$ cat src/iprp_pkg.sv
// Shared types and constants for the indexed pixel row packer.
package iprp_pkg;

    localparam int MAX_WIDTH  = 4096;
    localparam int MAX_HEIGHT = 4096;

    // Width of the size registers as seen on the configuration port.
    localparam int SIZE_W = 13;
    // Column and row counters hold values up to the maximum minus one.
    localparam int COL_W  = $clog2(MAX_WIDTH);
    localparam int ROW_W  = $clog2(MAX_HEIGHT);

    localparam int PIX_W  = 8;
    localparam int ADDR_W = 4;

    // Bytes one pixel can produce: one data byte and up to three pad bytes.
    localparam int CNT_W  = 3;

    // Pixel depth codes; any other code packs at 1 bpp.
    localparam logic [1:0] DEPTH_8BPP = 2'd0;
    localparam logic [1:0] DEPTH_4BPP = 2'd1;
    localparam logic [1:0] DEPTH_1BPP = 2'd2;

    // Register indexes, taken from paddr[3:2].
    localparam logic [1:0] REG_DEPTH  = 2'd0;
    localparam logic [1:0] REG_WIDTH  = 2'd1;
    localparam logic [1:0] REG_HEIGHT = 2'd2;

    // Bytes a single pixel releases to the output side.
    typedef struct packed {
        logic [CNT_W-1:0] count;
        logic [PIX_W-1:0] first_byte;
        logic             row_end;
        logic             image_end;
    } burst_t;

endpackage

$ cat src/indexed_pixel_row_packer.sv
// Top level of the indexed pixel row packer: configuration, pixel input stage and byte output.
//
// Usage: one palette index per pixel arrives on the s_* stream, row-major. Packed bytes
// leave on the m_* stream: tdata is the byte, tlast marks the last byte caused by one
// pixel, tuser[0] marks the final padded byte of a row and tuser[1] the final byte of
// the image. At 8 bpp each pixel gives one byte, at 4 bpp every second pixel, at 1 bpp
// every eighth; the last pixel of a row also releases a partial byte and the zero bytes
// that pad the row to a multiple of four.
// Configuration (pixel_depth at 0x0, image_width at 0x4, image_height at 0x8) goes
// through the APB port and should be written while the stream is idle.
// A pixel accepted into the input register is packed into the output register once that
// register is free, and its first byte is offered from then on.
// Throughput: one pixel per cycle while each pixel yields at most one byte and the receiver
// is ready; a pixel that yields more bytes holds the output register, the single byte lane, until all are taken.
// When the receiver stalls, the output register holds its byte and the input register
// holds one more pixel before s_tready drops.
// Reset clears the row and column counters, the partial byte and both stages, and sets
// 8 bpp with a 1 x 1 image.
module indexed_pixel_row_packer
(
    input  logic                           clk,
    input  logic                           rst_n,
    // APB configuration port
    input  logic                           psel,
    input  logic                           penable,
    input  logic                           pwrite,
    input  logic [iprp_pkg::ADDR_W-1:0]    paddr,
    input  logic [31:0]                    pwdata,
    output logic [31:0]                    prdata,
    output logic                           pready,
    // Pixel input
    input  logic                           s_tvalid,
    output logic                           s_tready,
    input  logic [7:0]                     s_tdata,   // [7:0] pixel_index
    // Packed byte output
    output logic                           m_tvalid,
    input  logic                           m_tready,
    output logic [7:0]                     m_tdata,   // [7:0] packed_byte
    output logic                           m_tlast,   // run_last
    output logic [1:0]                     m_tuser    // [0] row_end, [1] image_end
);

    logic [1:0]                    depth_reg;
    logic [iprp_pkg::SIZE_W-1:0]   width_reg;
    logic [iprp_pkg::SIZE_W-1:0]   height_reg;

    logic                          in_valid_reg;
    logic [iprp_pkg::PIX_W-1:0]    in_pixel_reg;

    logic [iprp_pkg::CNT_W-1:0]    count_reg, count_next;
    logic [iprp_pkg::PIX_W-1:0]    byte_reg,  byte_next;
    logic                          row_end_reg;
    logic                          image_end_reg;

    logic                          cfg_write;
    logic                          out_fire;
    logic                          burst_free;
    logic                          proc;
    iprp_pkg::burst_t              burst;

    // Configuration registers
    assign pready    = 1'b1;
    assign cfg_write = psel && penable && pwrite && pready;

    always_ff @(posedge clk or negedge rst_n)
    begin
        if (!rst_n)
        begin
            depth_reg  <= iprp_pkg::DEPTH_8BPP;
            width_reg  <= iprp_pkg::SIZE_W'(1);
            height_reg <= iprp_pkg::SIZE_W'(1);
        end
        else if (cfg_write)
        begin
            unique case (paddr[3:2])
                iprp_pkg::REG_DEPTH:  depth_reg  <= pwdata[1:0];
                iprp_pkg::REG_WIDTH:  width_reg  <= pwdata[iprp_pkg::SIZE_W-1:0];
                iprp_pkg::REG_HEIGHT: height_reg <= pwdata[iprp_pkg::SIZE_W-1:0];
                default:              ;
            endcase
        end
    end

    always_comb
    begin
        unique case (paddr[3:2])
            iprp_pkg::REG_DEPTH:  prdata = {30'd0, depth_reg};
            iprp_pkg::REG_WIDTH:  prdata = {{(32-iprp_pkg::SIZE_W){1'b0}}, width_reg};
            iprp_pkg::REG_HEIGHT: prdata = {{(32-iprp_pkg::SIZE_W){1'b0}}, height_reg};
            default:              prdata = '0;
        endcase
    end

    // Handshake between the stages
    assign m_tvalid   = count_reg != '0;
    assign out_fire   = m_tvalid && m_tready;
    assign burst_free = (count_reg == '0) || (count_reg == iprp_pkg::CNT_W'(1) && m_tready);
    assign proc       = in_valid_reg && burst_free;
    assign s_tready   = !in_valid_reg || proc;

    always_ff @(posedge clk or negedge rst_n)
    begin
        if (!rst_n)
            in_valid_reg <= 1'b0;
        else if (s_tready)
            in_valid_reg <= s_tvalid;
    end

    always_ff @(posedge clk)
    begin
        if (s_tvalid && s_tready)
            in_pixel_reg <= s_tdata;
    end

    iprp_packer u_packer
    (
        .clk    (clk),
        .rst_n  (rst_n),
        .step   (proc),
        .pixel  (in_pixel_reg),
        .depth  (depth_reg),
        .width  (width_reg),
        .height (height_reg),
        .burst  (burst)
    );

    // Output register: the data byte first, then zero pad bytes.
    always_comb
    begin
        count_next = count_reg;
        byte_next  = byte_reg;
        if (out_fire)
        begin
            count_next = count_reg - iprp_pkg::CNT_W'(1);
            byte_next  = '0;
        end
        if (proc && burst.count != '0)
        begin
            count_next = burst.count;
            byte_next  = burst.first_byte;
        end
    end

    always_ff @(posedge clk or negedge rst_n)
    begin
        if (!rst_n)
            count_reg <= '0;
        else
            count_reg <= count_next;
    end

    always_ff @(posedge clk)
    begin
        byte_reg <= byte_next;
        if (proc && burst.count != '0)
        begin
            row_end_reg   <= burst.row_end;
            image_end_reg <= burst.image_end;
        end
    end

    assign m_tdata    = byte_reg;
    assign m_tlast    = count_reg == iprp_pkg::CNT_W'(1);
    assign m_tuser[0] = m_tlast && row_end_reg;
    assign m_tuser[1] = m_tlast && image_end_reg;

    // No pixel yields more than a data byte and three pad bytes.
    assert property (@(posedge clk) disable iff (!rst_n)
        count_reg <= iprp_pkg::CNT_W'(4))
        else $error("output byte count out of range");

    // Every byte after the first of a pixel's run is padding.
    assert property (@(posedge clk) disable iff (!rst_n)
        out_fire && count_reg > iprp_pkg::CNT_W'(1) |=> m_tdata == '0)
        else $error("nonzero pad byte");

    // The end of the image is always the end of a row and of a run.
    assert property (@(posedge clk) disable iff (!rst_n)
        m_tvalid && m_tuser[1] |-> m_tuser[0] && m_tlast)
        else $error("image end without row end");

    // A pixel held in the input stage is not dropped while the output is busy.
    assert property (@(posedge clk) disable iff (!rst_n)
        in_valid_reg && !proc |=> in_valid_reg && $stable(in_pixel_reg))
        else $error("input stage lost a pixel");

endmodule

$ cat src/iprp_packer.sv
// Packing state and per-pixel packing logic of the indexed pixel row packer.
module iprp_packer
(
    input  logic                             clk,
    input  logic                             rst_n,
    input  logic                             step,
    input  logic [iprp_pkg::PIX_W-1:0]       pixel,
    input  logic [1:0]                       depth,
    input  logic [iprp_pkg::SIZE_W-1:0]      width,
    input  logic [iprp_pkg::SIZE_W-1:0]      height,
    output iprp_pkg::burst_t                 burst
);

    logic [iprp_pkg::COL_W-1:0] col_reg,   col_next;
    logic [iprp_pkg::ROW_W-1:0] row_reg,   row_next;
    logic [iprp_pkg::PIX_W-1:0] acc_reg,   acc_next;
    logic [1:0]                 phase_reg, phase_next;

    logic [iprp_pkg::SIZE_W-1:0] width_eff;
    logic [iprp_pkg::SIZE_W-1:0] height_eff;
    logic [iprp_pkg::SIZE_W-1:0] col_plus;
    logic [iprp_pkg::SIZE_W-1:0] row_plus;
    logic                        last_col;
    logic                        last_row;
    logic                        has_data;
    logic [iprp_pkg::PIX_W-1:0]  data_byte;
    logic [iprp_pkg::PIX_W-1:0]  bit_mask;
    logic [iprp_pkg::PIX_W-1:0]  acc_base;
    logic [1:0]                  phase_after;
    logic [1:0]                  pad_count;

    always_comb
    begin
        if (width == '0)
            width_eff = iprp_pkg::SIZE_W'(1);
        else if (width > iprp_pkg::SIZE_W'(iprp_pkg::MAX_WIDTH))
            width_eff = iprp_pkg::SIZE_W'(iprp_pkg::MAX_WIDTH);
        else
            width_eff = width;

        if (height == '0)
            height_eff = iprp_pkg::SIZE_W'(1);
        else if (height > iprp_pkg::SIZE_W'(iprp_pkg::MAX_HEIGHT))
            height_eff = iprp_pkg::SIZE_W'(iprp_pkg::MAX_HEIGHT);
        else
            height_eff = height;
    end

    assign col_plus = iprp_pkg::SIZE_W'(col_reg) + iprp_pkg::SIZE_W'(1);
    assign row_plus = iprp_pkg::SIZE_W'(row_reg) + iprp_pkg::SIZE_W'(1);
    // A counter already past a newly shortened size also ends its row or image.
    assign last_col = col_plus >= width_eff;
    assign last_row = row_plus >= height_eff;

    assign bit_mask = (pixel != '0) ? (8'h80 >> col_reg[2:0]) : '0;
    assign acc_base = (col_reg[2:0] == 3'd0) ? '0 : acc_reg;

    always_comb
    begin
        has_data  = 1'b0;
        data_byte = '0;
        acc_next  = acc_reg;
        case (depth)
            iprp_pkg::DEPTH_8BPP:
            begin
                has_data  = 1'b1;
                data_byte = pixel;
            end
            iprp_pkg::DEPTH_4BPP:
            begin
                if (!col_reg[0])
                begin
                    // High nibble starts a fresh byte; it goes out alone at row end.
                    acc_next  = {pixel[3:0], 4'h0};
                    data_byte = {pixel[3:0], 4'h0};
                    has_data  = last_col;
                end
                else
                begin
                    // The whole partial byte is kept, since a depth change mid-row
                    // can leave bits in the low nibble.
                    data_byte = acc_reg | {4'h0, pixel[3:0]};
                    has_data  = 1'b1;
                    acc_next  = '0;
                end
            end
            default:
            begin
                data_byte = acc_base | bit_mask;
                acc_next  = acc_base | bit_mask;
                if (col_reg[2:0] == 3'd7 || last_col)
                begin
                    has_data = 1'b1;
                    acc_next = '0;
                end
            end
        endcase

        phase_after = phase_reg + 2'(has_data);
        pad_count   = last_col ? (2'd0 - phase_after) : 2'd0;

        if (last_col)
        begin
            acc_next   = '0;
            col_next   = '0;
            phase_next = 2'd0;
            row_next   = last_row ? '0 : iprp_pkg::ROW_W'(row_plus);
        end
        else
        begin
            col_next   = iprp_pkg::COL_W'(col_plus);
            phase_next = phase_after;
            row_next   = row_reg;
        end
    end

    always_comb
    begin
        burst.count      = iprp_pkg::CNT_W'(has_data) + iprp_pkg::CNT_W'(pad_count);
        burst.first_byte = has_data ? data_byte : '0;
        burst.row_end    = last_col;
        burst.image_end  = last_col && last_row;
    end

    always_ff @(posedge clk or negedge rst_n)
    begin
        if (!rst_n)
        begin
            col_reg   <= '0;
            row_reg   <= '0;
            acc_reg   <= '0;
            phase_reg <= 2'd0;
        end
        else if (step)
        begin
            col_reg   <= col_next;
            row_reg   <= row_next;
            acc_reg   <= acc_next;
            phase_reg <= phase_next;
        end
    end

endmodule
$ cat config.mk
export PLATFORM = sky130hd
export DESIGN_NAME = indexed_pixel_row_packer
export DESIGN_NICKNAME = d
export VERILOG_FILES = /design/src/iprp_pkg.sv /design/src/indexed_pixel_row_packer.sv /design/src/iprp_packer.sv
export SDC_FILE = /design/constraint.sdc
export NUM_CORES = 1
export LEC_CHECK = 0
export BUFFER_PORTS_ARGS = -buffer_cell sky130_fd_sc_hd__buf_4
export CAP_MARGIN = 30
export CORE_MARGIN = 2
export CORE_UTILIZATION = 53
export CTS_BUF_LIST = sky130_fd_sc_hd__clkbuf_4
export CTS_CLUSTER_DIAMETER = 150
export DETAILED_ROUTE_END_ITERATION = 7
export GPL_ROUTABILITY_DRIVEN = 0
export GPL_TIMING_DRIVEN = 0
export PLACE_DENSITY = 0.89
export SETUP_SLACK_MARGIN = 0.5
export SLEW_MARGIN = 25
export SYNTH_ARGS = -nofsm -noshare
export SYNTH_HDL_FRONTEND = slang
export SYNTH_HIERARCHICAL = 1
export SYNTH_SLANG_ARGS = --single-unit
$ cat constraint.sdc
create_clock -name clk -period 4.6 [get_ports clk]
set_input_delay 0.23 -clock clk [delete_from_list [all_inputs] [get_ports clk]]
set_output_delay 0.23 -clock clk [all_outputs]
set_load 0.01 [all_outputs]
==> out/metrics.yaml <==
pwr:
  p_leak_nw: 3.15
  power_mw: 3.46
  vdd.ir_drop.worst_uv: 286
  p_per_area_nw_per_um2: 508
floorplanning:
  die_x_um: 105
  die_area_um2: 11000
  fp.dieH_um: 105
  start_util: 0.548
  io_pins: 97
  fp-row-count: 36
  core_area_um2: 9820
clocking:
  clkTransAtPathRegs_ps: 170
  numCtsBuffers: 9
  clk_path_buf_depth: 2
  clkLatencyLatePin_ps: 490
  cts_tree: "built"
  root_buffer: "clkbuf_4"
  cts_sinks: 84
  h-tree-depth: 3
logic_synthesis:
  yosysMostFrequentCell: "dfrtp_1"
  synth_edf_count: 18
  yosys_register_bits: 84
  ys_seq_area_frac: 0.408
  netlist_area_um2: 5380
  synthCells: 553
  yosysWarningCount: 6
  ys_types: 56
  yosysTopAreaCell: "dfrtp_1"
  synth.avg_cell_area_um2: 9.73
  synth_top_cell_area_share: 0.298
  synth_area_leaders: "dfrtp_1 (30%), edfxtp_1 (10%), ha_1 (8.8%)"
  synthFlopType: "dfrtp_1"
  netlist_top_cells_count: "dfrtp_1 (64), nand2_1 (54), ha_1 (38)"
  async_flop_share: 0.786
timing:
  relSlewSlack: 0.424
  hold_violations: 0
  fin_skew_ps: 20.3
  max_freq_mhz: 234
  tightestPinTransition_ps: 864
  final-setup-viol-count: 0
  rsz0062_at_grt: "true"
  finalMaxSlewViolations: 0
  finalCritPeriodShare: 0.928
  worst_slack_ps: 332
  period_needed_ps: 4270
grt:
  grt_pass1_vias: 5073
  grt_pass1_wl_mm: 23.9
  grt-ovfl-total: 0
  grtUsageTotal: 0.272
  grt_max_degree: 67
  antenna_found_initial: 0
layout:
  num-fill-cells: 669
  multi_input_area_um2: 3080
  n_antenna_cell: 0
  stdcell_area_um2: 6810
  stdcell_count: 818
  drive_above_1_share: 0.298
  nets: 769
  syn2layout_area_growth_pct: 26.4
  regArea_um2: 2200
setup_path:
  path_buf_inv: 4
  critPathKind: "reg -> reg"
  slowest_delay_ps: 460
  cp_slowest_cell: "dfrtp_2"
  path_common_cell: "nor3_2"
  crit_path_end_kind: "flop"
  cp-start-kind: "flop"
  rr_worst_depth: 22
  startpoint: "u_packer/col_reg[8]$_DFFE_PN0P_"
  timing.rr.end: "m_tdata[6]$_SDFFCE_PN0P_"
  r2r-start: "u_packer/col_reg[8]$_DFFE_PN0P_"
  cp_cell_sequence: "inv_1 -> nor3_2 -> nand2_1 -> nor2_2 -> xor2_1 -> ha_1 -> nand4_1 -> a211oi_2 -> a221o_1 -> nor2_2 -> inv_2 -> nor2_4 -> inv_2 -> ha_4 -> xor2_2 -> xnor2_1 -> nor2_1 -> ha_1 -> nor3_2 -> nor3_2 -> buf_4 -> a21o_4"
  cp_top_family: "simple AND/OR/NAND/NOR gates"
  path_max_fanout: 8
  crit_required_ps: 4820
  r2r_setup_slack_ps: 330
  cp.arrival_ps: 4490
placement:
  place_area_um2: 6060
  hpwl_mm: 9.46
  io_buffers: 53
  dp_slack_ps: -49.8
  placed_cells: 757
route:
  drtAntennaViolNets: 0
  wl_per_cell_um: 18.6
  drt-initial-drc-count: 502
  remaining_drc_errors: 0
  vias_per_cell: 6.10
  drt_first_pass_iters: 5
  routed-via-count: 4986
  wirelength_mm: 15.2
min_path:
  hold_path_class: "in -> reg"
  hold_end: "depth_reg[1]$_DFFE_PN0P_"
  whs_path_depth: 3
  worstHoldStart: "paddr[2]"
flow_run:
  max_cap_violations: 0
run_status:
  status: "complete, no violations"
## final cells by class
| type | count | share of cell area |
|---|---|---|
| Inverter | 31 | 0.0177 |
| Buffer | 47 | 0.0450 |
| Timing Repair Buffer | 98 | 0.117 |
| Clock inverter | 7 | 0.00974 |
| Tap cell | 133 | 0.0245 |
| Sequential cell | 84 | 0.323 |
| Clock buffer | 9 | 0.00993 |
| Multi-Input combinational cell | 409 | 0.453 |
## tightest hold or removal path, delay by kind of cell
kind,cells,cell delay [ps]
muxes,1,220
buffers and inverters,1,110
and+or+nand+nor,1,80
## where the power goes
group	total [mW]	internal [mW]	switching (mW)
combinational	1.82	0.819	0.996
sequential	1.20	0.989	0.212
clock	0.442	0.126	0.316
total	3.46	1.93	1.52
## kinds of logic (layout without fill, tap and decap cells)
group / Yosys count / in the layout / synth area share
flops: 84 / 84 / 0.408
simple gates: 176 / 176 / 0.160
fa+ha+maj: 38 / 38 / 0.0883
other cells: 2 / 20 / 0.00140
compound gates: 117 / 117 / 0.156
mux: 38 / 38 / 0.0779
xor+xnor: 20 / 20 / 0.0325
buf+inv: 78 / 192 / 0.0760
## metrics by stage
step / hold WS (ps) / utilization / setup TNS [ps]
2_1_floorplan: -65.6 / - / 0
3_3_place_gp: 380 / 0.617 / 0
3_5_place_dp: 387 / 0.617 / -397
4_1_cts: 139 / 0.681 / 0
5_1_grt: 168 / 0.693 / 0
6_report: 168 / 0.693 / 0
## how the worst max path moves through the flow
stage / slack [ps] / depth (start not counted) / endpoint
finish: 330 / 22 / m_tdata[6]$_SDFFCE_PN0P_
global route: 110 / 22 / m_tdata[6]$_SDFFCE_PN0P_
CTS: 360 / 23 / m_tdata[7]$_SDFFCE_PN0P_
detailed placement: -50 / 22 / m_tdata[6]$_SDFFCE_PN0P_
global placement: 150 / 22 / m_tdata[1]$_SDFFCE_PN0P_
floorplan: 520 / 22 / m_tdata[0]$_SDFFCE_PN0P_
## repair_timing
action,in CTS,in global routing
pin swaps,19,17
hold endpoints to repair,101,0
hold buffers,23,0
gates cloned,1,0
setup endpoints to repair,21,21
setup buffers,17,4
gates resized for setup,28,19
## cells in the final DEF (no fill, tap or decap), types with 5 or more instances in the layout
cell type / netlist / layout
a211oi_1: 6 / 5
a21o_1: 8 / 7
a21oi_1: 20 / 19
a22o_1: 16 / 16
a22oi_1: 5 / 5
a31oi_1: 6 / 6
and2_1: 13 / 9
buf_4: 25 / 99
buf_6: 2 / 5
clkbuf_1: 13 / 11
clkbuf_4: 0 / 9
conb_1: 2 / 20
dfrtp_1: 64 / 62
dlygate4sd3_1: 0 / 23
edfxtp_1: 18 / 18
ha_1: 38 / 34
inv_1: 30 / 28
mux2_2: 31 / 30
mux2i_1: 7 / 7
nand2_1: 54 / 54
nand3_1: 25 / 22
nor2_1: 31 / 29
nor2b_1: 12 / 12
nor3_1: 11 / 6
nor4_1: 7 / 6
o21ai_0: 18 / 17
o22ai_1: 9 / 9
xnor2_1: 15 / 11
## per-layer routing
layer | share of wire | GRT usage | vias up
met5 | 0 | 0 | -
li1 | - | - | 2195
met4 | 0.045 | 0.150 | 0
met3 | 0.077 | 0.0530 | 76
met2 | 0.50 | 0.466 | 312
met1 | 0.38 | 0.321 | 2403
Note: power is estimated with default switching activity, not from simulation.
